[config.mk]
export PLATFORM = sky130hd
export DESIGN_NAME = log_storage_record_deframer
export DESIGN_NICKNAME = d
export VERILOG_FILES = /design/src/hw/rtl/lsrd_pkg.sv /design/src/hw/rtl/lsrd_in_stage.sv /design/src/hw/rtl/lsrd_core.sv /design/src/hw/rtl/lsrd_out_stage.sv /design/src/hw/rtl/log_storage_record_deframer.sv
export SDC_FILE = /design/constraint.sdc
export NUM_CORES = 1
export LEC_CHECK = 0
export BUFFER_PORTS_ARGS = -buffer_cell sky130_fd_sc_hd__buf_4
export CAP_MARGIN = 20
export CORE_UTILIZATION = 40
export DETAILED_ROUTE_END_ITERATION = 8
export GPL_ROUTABILITY_DRIVEN = 0
export HOLD_SLACK_MARGIN = 0.15
export REMOVE_ABC_BUFFERS = 1
export SYNTH_ARGS = -nofsm -noshare
export SYNTH_HDL_FRONTEND = slang
export SYNTH_SLANG_ARGS = --single-unit
export TNS_END_PERCENT = 10
[constraint.sdc]
create_clock -name clk -period 10.9 [get_ports clk]
set_clock_uncertainty 0.15 [all_clocks]
set_input_delay 0 -clock clk [delete_from_list [all_inputs] [get_ports clk]]
set_output_delay 0 -clock clk [all_outputs]
set_load 0.03 [all_outputs]
[src/hw/rtl/lsrd_pkg.sv]
// Shared types and constants for the log storage record deframer.
package lsrd_pkg;

    localparam logic [23:0] SYNC_HEAD       = 24'h444C54;  // 'D','L','T'
    localparam logic [7:0]  SYNC_LAST       = 8'h01;
    localparam logic [16:0] STORAGE_HDR_LEN = 17'd16;
    localparam logic [16:0] SHORT_REC_LIMIT = 17'd20;      // storage + standard header
    localparam logic [16:0] FIRST_HDR_POS   = 17'd4;       // first byte after the sync
    localparam logic [16:0] LEN_HI_POS      = 17'd18;
    localparam logic [16:0] LEN_LO_POS      = 17'd19;
    localparam logic [31:0] SYNC_BACKSTEP   = 32'd3;

    typedef enum logic [2:0] {
        PH_HUNT = 3'b001,
        PH_HEAD = 3'b010,
        PH_BODY = 3'b100
    } phase_t;

    typedef struct packed {
        logic [7:0] data_byte;
        logic       end_of_stream;
    } item_t;

    typedef struct packed {
        logic [31:0] record_index;
        logic [31:0] record_offset;
        logic [16:0] record_length;
    } result_t;

endpackage

[src/hw/rtl/lsrd_in_stage.sv]
// Input register stage: holds one item until the deframer core takes it.
module lsrd_in_stage
    import lsrd_pkg::*;
(
    input  logic       clk,
    input  logic       rst_n,
    input  logic       in_valid,
    output logic       in_ready,
    input  logic [7:0] data_byte,
    input  logic       end_of_stream,
    input  logic       take,
    output logic       item_valid,
    output item_t      item
);

    logic  valid_reg;
    item_t item_reg;

    assign in_ready   = !valid_reg || take;
    assign item_valid = valid_reg;
    assign item       = item_reg;

    always_ff @(posedge clk or negedge rst_n)
    begin
        if (!rst_n)
        begin
            valid_reg <= 1'b0;
        end
        else if (in_ready)
        begin
            valid_reg <= in_valid;
        end
    end

    always_ff @(posedge clk)
    begin
        if (in_valid && in_ready)
        begin
            item_reg <= '{data_byte: data_byte, end_of_stream: end_of_stream};
        end
    end

endmodule

[src/hw/rtl/lsrd_core.sv]
// Deframer core: sync hunt, header length capture and record end detection.
module lsrd_core
    import lsrd_pkg::*;
(
    input  logic    clk,
    input  logic    rst_n,
    input  item_t   item,
    input  logic    fire,
    output logic    emit,
    output result_t result
);

    phase_t      phase_reg,      phase_next;
    logic [23:0] recent_reg,     recent_next;
    logic [16:0] count_reg,      count_next;
    logic [7:0]  len_high_reg,   len_high_next;
    logic [16:0] cap_len_reg,    cap_len_next;
    logic [31:0] position_reg,   position_next;
    logic [31:0] start_reg,      start_next;
    logic [31:0] counter_reg,    counter_next;

    logic [16:0] count_inc;
    logic [16:0] head_len;

    assign count_inc = count_reg + 17'd1;
    assign head_len  = {1'b0, len_high_reg, item.data_byte} + STORAGE_HDR_LEN;

    always_comb
    begin
        phase_next    = phase_reg;
        recent_next   = recent_reg;
        count_next    = count_reg;
        len_high_next = len_high_reg;
        cap_len_next  = cap_len_reg;
        start_next    = start_reg;
        counter_next  = counter_reg;
        emit          = 1'b0;
        result        = '{record_index: counter_reg, record_offset: start_reg,
                          record_length: cap_len_reg};

        case (phase_reg)
            PH_HEAD:
            begin
                if (count_reg == LEN_HI_POS)
                begin
                    len_high_next = item.data_byte;
                end
                count_next = count_inc;
                if (count_reg == LEN_LO_POS)
                begin
                    cap_len_next         = head_len;
                    result.record_length = head_len;
                    if (head_len <= SHORT_REC_LIMIT)
                    begin
                        emit = 1'b1;
                    end
                    else
                    begin
                        phase_next = PH_BODY;
                    end
                end
            end
            PH_BODY:
            begin
                count_next = count_inc;
                if (count_inc >= cap_len_reg)
                begin
                    emit = 1'b1;
                end
            end
            default:
            begin
                phase_next = PH_HUNT;
                if (item.data_byte == SYNC_LAST && recent_reg == SYNC_HEAD)
                begin
                    start_next    = position_reg - SYNC_BACKSTEP;
                    count_next    = FIRST_HDR_POS;
                    len_high_next = 8'd0;
                    cap_len_next  = 17'd0;
                    recent_next   = 24'd0;
                    phase_next    = PH_HEAD;
                end
                else
                begin
                    recent_next = {recent_reg[15:0], item.data_byte};
                end
            end
        endcase

        if (emit)
        begin
            counter_next = counter_reg + 32'd1;
            phase_next   = PH_HUNT;
            recent_next  = 24'd0;
            count_next   = 17'd0;
        end

        position_next = position_reg + 32'd1;
    end

    always_ff @(posedge clk or negedge rst_n)
    begin
        if (!rst_n)
        begin
            phase_reg    <= PH_HUNT;
            recent_reg   <= 24'd0;
            count_reg    <= 17'd0;
            len_high_reg <= 8'd0;
            cap_len_reg  <= 17'd0;
            position_reg <= 32'd0;
            start_reg    <= 32'd0;
            counter_reg  <= 32'd0;
        end
        else if (fire)
        begin
            if (item.end_of_stream)
            begin
                // end of stream: everything back to the reset state
                phase_reg    <= PH_HUNT;
                recent_reg   <= 24'd0;
                count_reg    <= 17'd0;
                len_high_reg <= 8'd0;
                cap_len_reg  <= 17'd0;
                position_reg <= 32'd0;
                start_reg    <= 32'd0;
                counter_reg  <= 32'd0;
            end
            else
            begin
                phase_reg    <= phase_next;
                recent_reg   <= recent_next;
                count_reg    <= count_next;
                len_high_reg <= len_high_next;
                cap_len_reg  <= cap_len_next;
                position_reg <= position_next;
                start_reg    <= start_next;
                counter_reg  <= counter_next;
            end
        end
    end

endmodule

[src/hw/rtl/lsrd_out_stage.sv]
// Result register stage: holds one record descriptor until it is taken.
module lsrd_out_stage
    import lsrd_pkg::*;
(
    input  logic        clk,
    input  logic        rst_n,
    input  logic        load,
    input  result_t     result,
    output logic        out_valid,
    input  logic        out_ready,
    output logic [31:0] record_index,
    output logic [31:0] record_offset,
    output logic [16:0] record_length
);

    logic    valid_reg;
    result_t result_reg;

    assign out_valid     = valid_reg;
    assign record_index  = result_reg.record_index;
    assign record_offset = result_reg.record_offset;
    assign record_length = result_reg.record_length;

    always_ff @(posedge clk or negedge rst_n)
    begin
        if (!rst_n)
        begin
            valid_reg <= 1'b0;
        end
        else if (load)
        begin
            valid_reg <= 1'b1;
        end
        else if (out_ready)
        begin
            valid_reg <= 1'b0;
        end
    end

    always_ff @(posedge clk)
    begin
        if (load)
        begin
            result_reg <= result;
        end
    end

endmodule

[src/hw/rtl/log_storage_record_deframer.sv]
// Log storage record deframer: one byte per item in, one record descriptor per record out.
// Throughput: one byte item per clock, sustained, while results are taken.
// A record's last byte is held in the input register, then its descriptor in the result register.
// The input register and the result register part the two sides; a byte that completes
//   a record waits only while the result register is full and not being drained.
// Reset (rst_n low, asynchronous) empties both stages and puts the hunt, offset and index at zero.
module log_storage_record_deframer
    import lsrd_pkg::*;
(
    input  logic        clk,
    input  logic        rst_n,
    input  logic        in_valid,
    output logic        in_ready,
    input  logic [7:0]  data_byte,
    input  logic        end_of_stream,
    output logic        out_valid,
    input  logic        out_ready,
    output logic [31:0] record_index,
    output logic [31:0] record_offset,
    output logic [16:0] record_length
);

    logic    item_valid;
    item_t   item;
    logic    emit;
    logic    fire;
    result_t result;

    // a byte with no result never waits on the output side
    assign fire = item_valid && (!emit || !out_valid || out_ready);

    lsrd_in_stage u_in_stage (
        .clk           (clk),
        .rst_n         (rst_n),
        .in_valid      (in_valid),
        .in_ready      (in_ready),
        .data_byte     (data_byte),
        .end_of_stream (end_of_stream),
        .take          (fire),
        .item_valid    (item_valid),
        .item          (item)
    );

    lsrd_core u_core (
        .clk    (clk),
        .rst_n  (rst_n),
        .item   (item),
        .fire   (fire),
        .emit   (emit),
        .result (result)
    );

    lsrd_out_stage u_out_stage (
        .clk           (clk),
        .rst_n         (rst_n),
        .load          (fire && emit),
        .result        (result),
        .out_valid     (out_valid),
        .out_ready     (out_ready),
        .record_index  (record_index),
        .record_offset (record_offset),
        .record_length (record_length)
    );

    a_no_overwrite: assert property (@(posedge clk) disable iff (!rst_n)
        (fire && emit && out_valid) |-> out_ready)
        else $error("result register overwritten before it was taken");

    a_result_lands: assert property (@(posedge clk) disable iff (!rst_n)
        (fire && emit) |=> out_valid)
        else $error("emitted record did not reach the result register");

    a_length_floor: assert property (@(posedge clk) disable iff (!rst_n)
        out_valid |-> (record_length >= STORAGE_HDR_LEN))
        else $error("record length below storage header size");

endmodule

==> results of run 1 <==
critical path: stages (launching register included):
cell and delay, ns:
dfrtp_1 0.43, ha_1 0.28, and3_1 0.22, nand3_1 0.11, nor2_1 0.22, nand2_1 0.11
nor2_1 0.24, xor2_1 0.12, ha_1 0.33, nand2_1 0.05, o21ai_0 0.25, nor2b_1 0.08
or3b_2 0.46, o21a_1 0.18, buf_4 0.23, a21oi_4 0.85, buf_4 0.69
routing by layer:
metal,global-route usage,up-vias,wire (um)
met3,0.0238,54,1350
met4,0.0455,0,545
met5,0,-,0
li1,-,4659,-
met2,0.295,236,13600
met1,0.272,4744,14700
per-stage QoR:
step / power, mW / setup WS, ns
after global routing: 2.50 / 4.95
after detailed placement: 1.43 / 5.47
after floorplan: 1.34 / 3.01
final: 2.39 / 5.45
after CTS: 2.41 / 5.43
after global placement: 1.43 / 5.54
worst max-delay path by stage:
stage,from,end,slack [ns]
final,u_core.count_reg[0],u_out_stage.record_offset[9],5.45
after global routing,u_core.count_reg[0],u_out_stage.record_offset[7],4.95
after CTS,u_core.count_reg[1],u_out_stage.record_offset[6],5.43
after detailed placement,u_core.count_reg[1],u_out_stage.record_offset[7],5.47
after global placement,u_core.count_reg[0],u_out_stage.record_offset[0],5.54
after floorplan,u_core.count_reg[1],u_core.counter_reg[7],3.01
power by group through the flow:
| stage | Combinational, mW | Clock, mW | Sequential [mW] |
|---|---|---|---|
| after global placement | 0.258 | 0 | 1.17 |
| final | 0.272 | 0.965 | 1.15 |
| after global routing | 0.306 | 1.03 | 1.17 |
| after CTS | 0.272 | 0.988 | 1.15 |
| after floorplan | 0.196 | 0 | 1.15 |
| after detailed placement | 0.263 | 0 | 1.17 |
cell families (layout without fill, tap and decap cells):
| family | after synthesis | after routing | synth area share |
|---|---|---|---|
| compound gates | 292 | 292 | 0.158 |
| flops | 257 | 257 | 0.540 |
| buf+inv | 128 | 230 | 0.0403 |
| simple gates | 416 | 416 | 0.173 |
| mux | 41 | 41 | 0.0359 |
| fa+ha+maj | 23 | 23 | 0.0226 |
| xor+xnor | 45 | 45 | 0.0309 |
cell usage after synthesis (5+ instances only):
cell type  count
o2bb2ai_1     37
clkbuf_1      69
nor2b_1        7
edfxtp_1      90
a22o_1        56
o31ai_1        6
o21ai_0       67
nand2_1       68
a21o_1         6
and2_1         6
nand3_1       88
a31oi_1        6
xnor2_1       31
or3_1         29
xor2_1        14
nor3_1        51
nand4_1       15
nor4_1        17
o211ai_1      18
nor2_1        65
buf_2         15
inv_1         40
and4_1         6
ha_1          23
mux2_2        34
or2_2         10
a22oi_1        5
a21oi_1       58
dfrtp_1      166
and3_1        23
nor3b_1        5
area by class of cell:
cell class / count / share of cell area
sequential: 257 / 0.459
multi-input combinational: 817 / 0.359
timing repair buffer: 137 / 0.0756
clock buffer: 37 / 0.0518
tap: 402 / 0.0336
clock inverter: 16 / 0.0110
inverter: 40 / 0.0100
==> summary.md, run 1 <==
| Metric | Value |
|---|---|
| Status | finished, final reports clean |
| Reg2reg setup slack | 5.45 ns |
| # diodes | 0 |
| Area share of the largest cell type after synthesis | 0.326 |
| Clk sink count | 257 |
| Nets@finish | ~1300 |
| Number of global-route vias before repair | 9462 |
| Min-Delay Path Depth | 0 |
| Internal power | 1.78 mW |
| Commonest non-fill, non-tap cell in the layout | dfrtp_1 |
| Worst Reg2Reg Path Length in Cells | 16 |
| CTS resizes | 0 |
| Reg2Reg Launch Point | u_core.count_reg[0] |
| Drt pass-1 iters | 5 |
| CTS tree | done |
| CTS root buf | clkbuf_16 |
| I/O pin cnt | 96 |
| # setup viols final | 0 |
| Cts bufs inserted | 29 |
| Post-DP HPWL | approximately 19 mm |
| Design Area, Final | 0.0150 mm^2 |
| DP Cell Count | approximately 1600 |
| Clock power frac | 0.404 |
| Static leakage | approximately 6 nW |
| Setup Crit Path Kind | reg2reg |
| Layout Cells excl Fill | 1706 |
| Post-Syn Area | approximately 0.013 mm^2 |
| Share of power burned in registers | 0.482 |
| Sequential cell area | approximately 0.0069 mm^2 |
| Post-Syn Instances | about 1200 |
| Tcrit/Tclk final | 0.500 |
| Switching share of power | 0.255 |
| Die Wd | 181 um |
| Setup bufs post-CTS | 0 |
| Synth Area per Inst | roughly 11 um^2 |
| Remaining DRCs | 0 |
| Maximum vdd drop | 0.000100 V |
| Worst Hold Class | reg2reg |
| Routed len/inst | 17.7 um |
| Max cap viols | 0 |
| Sequential fraction of the synthesis area | 0.540 |
| Area grow syn2layout | 17.5% |
| Routed Antenna Nets | 0 |
| Gr usage total | 0.187 |
| Clock latency on the worst-skew pair | 0.54 ns |
| Hold WS | just under 0.3 ns |
| Die Area | 0.0326 mm^2 |
| Multi-input logic area | 0.00538 mm^2 |
| Vert. Die Dim | ~180 um |
| Clk slew on worst S/H paths | 0.06 ns |
| CP arrival | 5.47 ns |
| #FFs+latches synth | 257 |
| Worst-margin pin slew | 1.06 ns |
| Antenna violations before repair | 0 |
| Final core utilization | 0.476 |
| RR Endpoint | u_out_stage.record_offset[9] |
| Sw Pwr | 0.611 mW |
| Fraction of layout cells with a size suffix above 1 | 0.166 |
| Largest net degree at the start of global routing | 95 |
| Routed WL | 30.2 mm |
| Clock period minus worst slack | about 5.5 ns |
| Final hold violation count | 0 |
| CP max FO | 55 |
| FMAX | roughly 180 MHz |
| EDFF count, synth | 90 |
| Total negative slack | 0 ns |
| Placement Rows | 65 |
| P per Cell Area | 159 mW/mm^2 |
| First-pass GRT wire length | slightly above 50 mm |
| Most frequent cells in the layout | dfrtp_1, buf_4, edfxtp_1 |
| Main flop type after synthesis | dfrtp_1 |
| Dpl cell area | around 0.014 mm^2 |
| Yosys top cell by area | dfrtp_1 |
| Slew Limit Fails | 0 |
| Starting DRC count in detailed routing | 794 |
| Vias per std cell | about 5.7 |
| Port Buffers | 95 |
| CP startpoint kind | flop |
| Routed vias | 9693 |
| Hold path startpoint | u_core.start_reg[8] |
| Synth unique cells | between 60 and 70 |
| Initial core utilization | 0.405 |
| Most area-consuming cells after synthesis | dfrtp_1, edfxtp_1, a22o_1, nand3_1, mux2_2 |
| Grt ovf | 0 |
| Hold endpoint | u_out_stage.record_offset[8] |
| Critical Path RT | 10.92 ns |
| Slew headroom | 0.294 |
| # H-tree levels | 1 |
| Core ar. | 0.0315 mm^2 |
| Ys Warns | 0 |
| FFs w/ async S/R, synth | 0.650 |
| Fillcell total | 2887 |
| Unrepaired setup endpoints after global routing | no |
| Max Buffers Root-to-Sink | 3 |
| Logic pwr share | 0.114 |
| CP Capture Type | flop |
| Hold buffers post-CTS | 24 |
No activity file was read; power rests on OpenSTA's default activity.
==> inputs of run 2 (changes only) <==
Clock period 10.9 ns to 5.3 ns, I/O delays scaled along.
==> summary.md, run 2 (same netlist as run 1, synthesis figures left out) <==
| Metric | Value |
|---|---|
| Routed vias | 9779 (+0.89%) |
| Slew headroom | 0.316 (+0.0214) |
| Dpl cell area | 0.0139 mm^2 (+0.76%) |
| I/O pin cnt | 96 (unchanged) |
| CP max FO | 8 (-85%) |
| Commonest non-fill, non-tap cell in the layout | dfrtp_1 |
| Number of global-route vias before repair | 9487 (+0.26%) |
| Die Area | 0.0326 mm^2 (unchanged) |
| Unrepaired setup endpoints after global routing | yes |
| Area grow syn2layout | 18.1% |
| Final core utilization | 0.479 (+0.00251) |
| Critical Path RT | 5.15 ns (-5.77 ns) |
| Grt ovf | 0 (unchanged) |
| Largest net degree at the start of global routing | 80 (-16%) |
| Most frequent cells in the layout | dfrtp_1, buf_4, edfxtp_1 |
| Fraction of layout cells with a size suffix above 1 | 0.172 (+0.00598) |
| Met1 GRT Util | 0.268 (-0.00365) |
| Cell count along the critical path | 16 (unchanged) |
| Min setup slack post-route | 0.326 ns (-5.12 ns) |
| Design Area, Final | 0.0151 mm^2 (+0.53%) |
| Clk slew on worst S/H paths | 0.06 ns (about the same) |
| Post-DP HPWL | 19.7 mm (+2.2%) |
| Routed len/inst | 17.7 um (+0.24%) |
| Vias per std cell | 5.71 (+0.47%) |
| Status | finished, final reports clean |
| Setup Crit Path Kind | reg2out |
| Worst Path Buf+Inv | 1 (-1) |
| Worst-path cell chain | ha_1 > and3_1 > nand3_1 > nor2_1 > nand2_1 > nor2_1 > xor2_1 > ha_1 > nand2_1 > o21ai_0 > nor2b_1 > or3b_2 > o21a_1 > a21oi_2 > nand2_1 > buf_4 |
| Max Buffers Root-to-Sink | 3 (unchanged) |
| Remaining DRCs | 0 (unchanged) |
| Met3 Use GR | 0.0255 (+0.00162) |
| Routed WL | 30.4 mm (+0.65%) |
| # H-tree levels | 1 (unchanged) |
| Nets@finish | 1325 (+0.53%) |
| Max cap viols | 0 (unchanged) |
| CP Capture Type | output pin |
| Met2 usage | 0.298 (+0.00341) |
| Worst path max stage delay | 0.53 ns (-0.32 ns) |
| Die Wd | 181 um (unchanged) |
| Routed Antenna Nets | 0 (unchanged) |
| Initial core utilization | 0.405 (unchanged) |
| Static leakage | 6.15 nW (+0.52%) |
| Starting DRC count in detailed routing | 837 (+5.4%) |
| Clock latency on the worst-skew pair | 0.55 ns (about the same) |
| Total Power | 4.88 mW (+100%) |
| Vert. Die Dim | 181 um (unchanged) |
| CP top delay family | simple AND/OR/NAND/NOR gates |
| Slew Limit Fails | 0 (unchanged) |
| P per Cell Area | 324 mW/mm^2 (+100%) |
| Min-Delay Path Depth | 0 (unchanged) |
| Port Buffers | 95 (unchanged) |
| Clk sink count | 257 (unchanged) |
| Cts bufs inserted | 28 (-3.4%) |
| CP startpoint kind | flop |
| Gr usage total | 0.186 (-0.000791) |
| CTS root buf | clkbuf_16 |
| CTS tree | done |
| Most frequent CP cell | nand2_1 |
| Worst-margin pin slew | 1.02 ns (-0.0322 ns) |
| Antenna violations before repair | 0 (unchanged) |
| Maximum vdd drop | 0.000220 V (+120%) |
| Worst Reg2Reg Path Length in Cells | 16 (unchanged) |
| CP max stage cell | a21oi_2 |
| CP arrival | 4.82 ns (-0.65 ns) |
| Core ar. | 0.0315 mm^2 (unchanged) |
| Place WS | 0.289 ns (-5.18 ns) |
| FMAX | 201 MHz |
| Tcrit/Tclk final | 0.938 |
| First-pass GRT wire length | 50.0 mm (-0.62%) |
| Drt pass-1 iters | 5 (unchanged) |
| Clock period minus worst slack | 4.97 ns |
| Worst Hold Class | reg2reg |
| Gr busiest metal | met2 |
| Final hold violation count | 0 (unchanged) |
| # diodes | 0 (unchanged) |
| Placement Rows | 65 (unchanged) |
| # setup viols final | 0 (unchanged) |
run 2: cell types whose count changed in the layout (fill, tap and decap cells not counted), moves of 2 or more:
cell,previous run,this run
buf_4,110,116
clkinvlp_4,4,6
clkbuf_8,2,0
buf_12,0,3
run 2: worst paths after layout:
| check | start | endpoint | slack [ns] |
|---|---|---|---|
| max in group asynchronous | rst_n | u_core.position_reg[18] | 3.91 |
| worst max-delay path | u_core.count_reg[1] | in_ready | 0.33 |
| worst min register to register | u_core.start_reg[29] | u_out_stage.record_offset[29] | 0.30 |
| min in group asynchronous | rst_n | u_core.phase_reg[0] | 0.41 |
| worst max register to register | u_core.count_reg[1] | u_in_stage.item[4] | 0.46 |
| worst min-delay path | u_core.start_reg[29] | u_out_stage.record_offset[29] | 0.30 |
run 2: area by class of cell:
class,instances,area (um^2)
clock buffer,35,748
clock inverter,17,170
fill,2851,16400
inverter,40,150
multi-input combinational,817,5390
sequential,257,6880
tap,402,503
timing repair buffer,145,1230
run 2: layer usage:
layer  part of all wire  vias up
li1                   -     4670
met4              0.015        0
met5                  0        -
met3              0.051       49
met1               0.47     4809
met2               0.46      251
run 2: per-stage QoR:
stage | TNS [ns] | hold slack, ns | std cells
global route | -0.140 | 0.312 | 1713
CTS | 0 | 0.298 | 1712
finish | 0 | 0.296 | 1713
detailed placement | 0 | -0.0442 | 1636
global placement | 0 | -0.0412 | 1636
floorplan | -207.29 | -0.446 | 1114
run 2: what timing repair did:
item,in CTS,in global routing
hold buffers,24,0
setup buffers,0,0
endpoints found under the hold margin,157,0
setup endpoints to repair,0,32
gates resized for setup,0,3
run 2: worst register-to-register path, delay by kind of cell, from the launching register on:
family	cells	cell delay, ns
adder cells (fa/ha/maj)	2	0.61
AND/OR/NAND/NOR	10	2.12
flip-flops	1	0.44
AO/OA/AOI/OAI	3	1.09
XOR/XNOR	1	0.14
run 2: power breakdown:
part	total [mW]	switching (mW)	internal (mW)
Clock	1.94	0.799	1.15
Sequential	2.38	0.165	2.21
Combinational	0.563	0.289	0.274
==> inputs of run 3 (changes only) <==
Settings changed: ABC_AREA set to 1, BUFFER_PORTS_ARGS -buffer_cell sky130_fd_sc_hd__buf_4 to unset, DONT_BUFFER_PORTS set to 1.
==> summary.md, run 3 <==
| Metric | Value |
|---|---|
| EDFF count, synth | 90 (unchanged) |
| Setup bufs post-CTS | 0 (unchanged) |
| Gr busiest metal | met2 |
| CP max stage cell | buf_4 |
| Slew Limit Fails | 0 (unchanged) |
| Drt pass-1 iters | 8 (+3) |
| #FFs+latches synth | 257 (unchanged) |
| Sequential cell area | 0.00688 mm^2 (unchanged) |
| Antenna violations before repair | 0 (unchanged) |
| Fraction of layout cells with a size suffix above 1 | 0.0467 (-0.125) |
| Initial core utilization | 0.409 (+0.00397) |
| Routed vias | 11318 (+16%) |
| Vert. Die Dim | 188 um (+3.9%) |
| Synth top cells by count | nand2_1, nor2_1, inv_1, dfrtp_1, nand3_1 |
| FFs w/ async S/R, synth | 0.650 (unchanged) |
| Setup Crit Path Kind | reg2reg |
| Commonest non-fill, non-tap cell in the layout | nand2_1 |
| Final hold violation count | 0 (unchanged) |
| Design Area, Final | 0.0154 mm^2 (+2.0%) |
| Post-Syn Area | 0.0138 mm^2 (+8.1%) |
| Worst-path cell chain | ha_1 > inv_1 > nor3_1 > nand3_1 > inv_1 > nand3_1 > nor2_1 > nand2_1 > xor2_1 > ha_1 > nand2_1 > nor2_1 > and2_1 > nand4_1 > nand4_1 > nand2_1 > nand2_2 > a21oi_4 > nand2_1 > clkinv_2 > buf_4 |
| Share of power burned in registers | 0.479 (-0.008) |
| Clk slew on worst S/H paths | 0.06 ns (about the same) |
| Die Area | 0.0352 mm^2 (+8.0%) |
| Max cap viols | 0 (unchanged) |
| Area share of the largest cell type after synthesis | 0.301 (-0.0245) |
| Main flop type after synthesis | dfrtp_1 |
| Dpl cell area | 0.0141 mm^2 (+2.0%) |
| Hold WS | 0.294 ns (-0.00239 ns) |
| # H-tree levels | 1 (unchanged) |
| Critical Path RT | 5.31 ns (+0.16 ns) |
| Clock period minus worst slack | 4.78 ns (-0.197 ns) |
| CP startpoint kind | flop |
| Status | finished, final reports clean |
| CP top delay family | simple AND/OR/NAND/NOR gates |
| Routed len/inst | 15.6 um (-12%) |
| Reg2Reg Launch Point | u_core.count_reg[0] |
| Port Buffers | 0 (-100%) |
| Cts bufs inserted | 28 (unchanged) |
| Hold path startpoint | u_core.start_reg[27] |
| Met1 GRT Util | 0.269 (+0.000419) |
| Placement Rows | 67 (+3.1%) |
| Synth Area per Inst | 7.98 um^2 (-25%) |
| Worst-margin pin slew | 0.954 ns (-0.0700 ns) |
| # diodes | 0 (unchanged) |
| FMAX | 209 MHz (+4.1%) |
| Most common cell in the netlist | nand2_1 |
| P per Cell Area | 299 mW/mm^2 (-7.7%) |
| Clock latency on the worst-skew pair | 0.54 ns (about the same) |
| Most frequent cells in the layout | nand2_1, nor2_1, inv_1 |
| Multi-input logic area | 0.00588 mm^2 (+9.2%) |
| Most area-consuming cells after synthesis | dfrtp_1, edfxtp_1, nand2_1, nor2_1, inv_1 |
| Worst Setup SP | u_core.count_reg[0] |
| Number of global-route vias before repair | 10949 (+15%) |
| Logic pwr share | 0.079 (-0.036) |
| Starting DRC count in detailed routing | 761 (-9.1%) |
| Worst path max stage delay | 0.78 ns (+0.25 ns) |
| Yosys top cell by area | dfrtp_1 |
| Largest net degree at the start of global routing | 168 (+110%) |
| Sequential fraction of the synthesis area | 0.499 (-0.0405) |
| First-pass GRT wire length | 57.2 mm (+14%) |
| Total negative slack | 0 ns (unchanged) |
| Internal power | 3.51 mW (-3.3%) |
| Synth unique cells | 40 (-38%) |
| Routed Antenna Nets | 0 (unchanged) |
| Die Wd | 188 um (+3.9%) |
| Unrepaired setup endpoints after global routing | no |
| Slew headroom | 0.364 (+0.0483) |
| Maximum vdd drop | 0.000223 V (+1.5%) |
| Grt ovf | 0 (unchanged) |
| Most frequent CP cell | nand2_1 |
| CTS tree | done |
| Area grow syn2layout | 11.5% |
| Fillcell total | 3284 (+15%) |
| Sw Pwr | 1.09 mW (-13%) |
| Nets@finish | 1770 (+34%) |
| Gr usage total | 0.197 (+0.0112) |
| Ys Warns | 0 (unchanged) |
| Met3 Use GR | 0.0299 (+0.00448) |
| Tcrit/Tclk final | 0.901 (-0.0371) |
| Vias per std cell | 5.14 (-10%) |
| Switching share of power | 0.236 (-0.0200) |
| Post-Syn Instances | 1729 (+44%) |
| Post-DP HPWL | 23.6 mm (+20%) |
| # setup viols final | 0 (unchanged) |
| CP max FO | 69 (+61) |
| Routed WL | 34.4 mm (+13%) |
| CP arrival | 4.79 ns (-0.03 ns) |
| Worst Path Buf+Inv | 4 (+3) |
| CP Capture Type | flop |
| Clock power frac | 0.442 (+0.044) |
| Remaining DRCs | 0 (unchanged) |
| Static leakage | 6.87 nW (+12%) |
| Met2 usage | 0.326 (+0.0278) |
| Core ar. | 0.0337 mm^2 (+7.1%) |
| CTS root buf | clkbuf_16 |
| Max Buffers Root-to-Sink | 3 (unchanged) |
| Worst Hold Class | reg2reg |
| I/O pin cnt | 96 (unchanged) |
| Clk sink count | 257 (unchanged) |
-- run 3: cell types whose count changed after synthesis, moves of 29 or more --
| cell | before | now |
|---|---|---|
| nand2_1 | 68 | 475 |
| nor2_1 | 65 | 218 |
| inv_1 | 40 | 186 |
| a22o_1 | 56 | 0 |
| xor2_1 | 14 | 65 |
| o2bb2ai_1 | 37 | 0 |
| clkbuf_1 | 69 | 34 |
| nand4_1 | 15 | 50 |
| mux2_2 | 34 | 0 |
| o21ai_0 | 67 | 101 |
| or3_1 | 29 | 0 |
-- run 3: logic make-up after synthesis --
group	count (synthesis)	share of synthesized area
flip-flops	257	0.499
AO/OA/AOI/OAI	167	0.0655
adder cells (fa/ha/maj)	23	0.0209
XOR/XNOR	68	0.0432
buffers and inverters	253	0.0746
AND/OR/NAND/NOR	961	0.297
-- run 3: final timing paths --
kind                                                  to  slack (ns)  cells after the start
hold / removal             u_out_stage.record_offset[27]        0.29                      0
hold reg to reg            u_out_stage.record_offset[27]        0.29                      0
min in group asynchronous           u_core.recent_reg[9]        0.52                      3
setup reg to reg           u_out_stage.record_offset[24]        0.52                     21
setup / recovery           u_out_stage.record_offset[24]        0.52                     21
max in group asynchronous         u_core.counter_reg[25]        3.77                      3
-- run 3: through the flow --
step	setup slack (ns)	total power [mW]	util	cells
final	0.523	4.60	0.456	2204
after global routing	0.0197	4.79	0.456	2204
after CTS	0.484	4.66	0.456	2204
after detailed placement	0.520	2.56	0.420	2127
after global placement	0.672	2.56	0.420	2127
after floorplan	-1.19	2.46	-	1666
-- run 3: final cells by class --
cell class / count / share of cell area
Clock buffer: 45 / 0.0537
Clock inverter: 7 / 0.00895
Sequential cell: 257 / 0.448
Inverter: 190 / 0.0465
Multi-Input combinational cell: 1219 / 0.383
Timing Repair Buffer: 38 / 0.0240
Tap cell: 448 / 0.0365
-- run 3: metal layers --
metal	routed length, um	vias to the layer above
li1	-	5624
met4	805	0
met2	16000	272
met5	0	-
met3	1660	53
met1	16000	5369
-- run 3: repair_timing --
| item | CTS | global route |
|---|---|---|
| setup endpoints to repair | 0 | 59 |
| hold endpoints to repair | 228 | 0 |
| resized for setup | 0 | 1 |
| hold buffers | 25 | 0 |
-- run 3: worst register-to-register path, cell delays in order, from the launching register on --
cell and delay, ns:
dfrtp_1 0.43, ha_1 0.23, inv_1 0.07, nor3_1 0.26, nand3_1 0.16, inv_1 0.10, nand3_1 0.09, nor2_1 0.19
nand2_1 0.10, xor2_1 0.23, ha_1 0.30, nand2_1 0.08, nor2_1 0.05, and2_1 0.14, nand4_1 0.07, nand4_1 0.13
nand2_1 0.13, nand2_2 0.19, a21oi_4 0.19, nand2_1 0.09, clkinv_2 0.19, buf_4 0.78
-- run 3: power groups by stage --
stage	clock network, mW	registers (mW)	logic, mW
CTS	2.09	2.20	0.369
global route	2.16	2.21	0.422
global placement	0	2.24	0.319
detailed placement	0	2.24	0.324
floorplan	0	2.23	0.226
finish	2.03	2.20	0.365
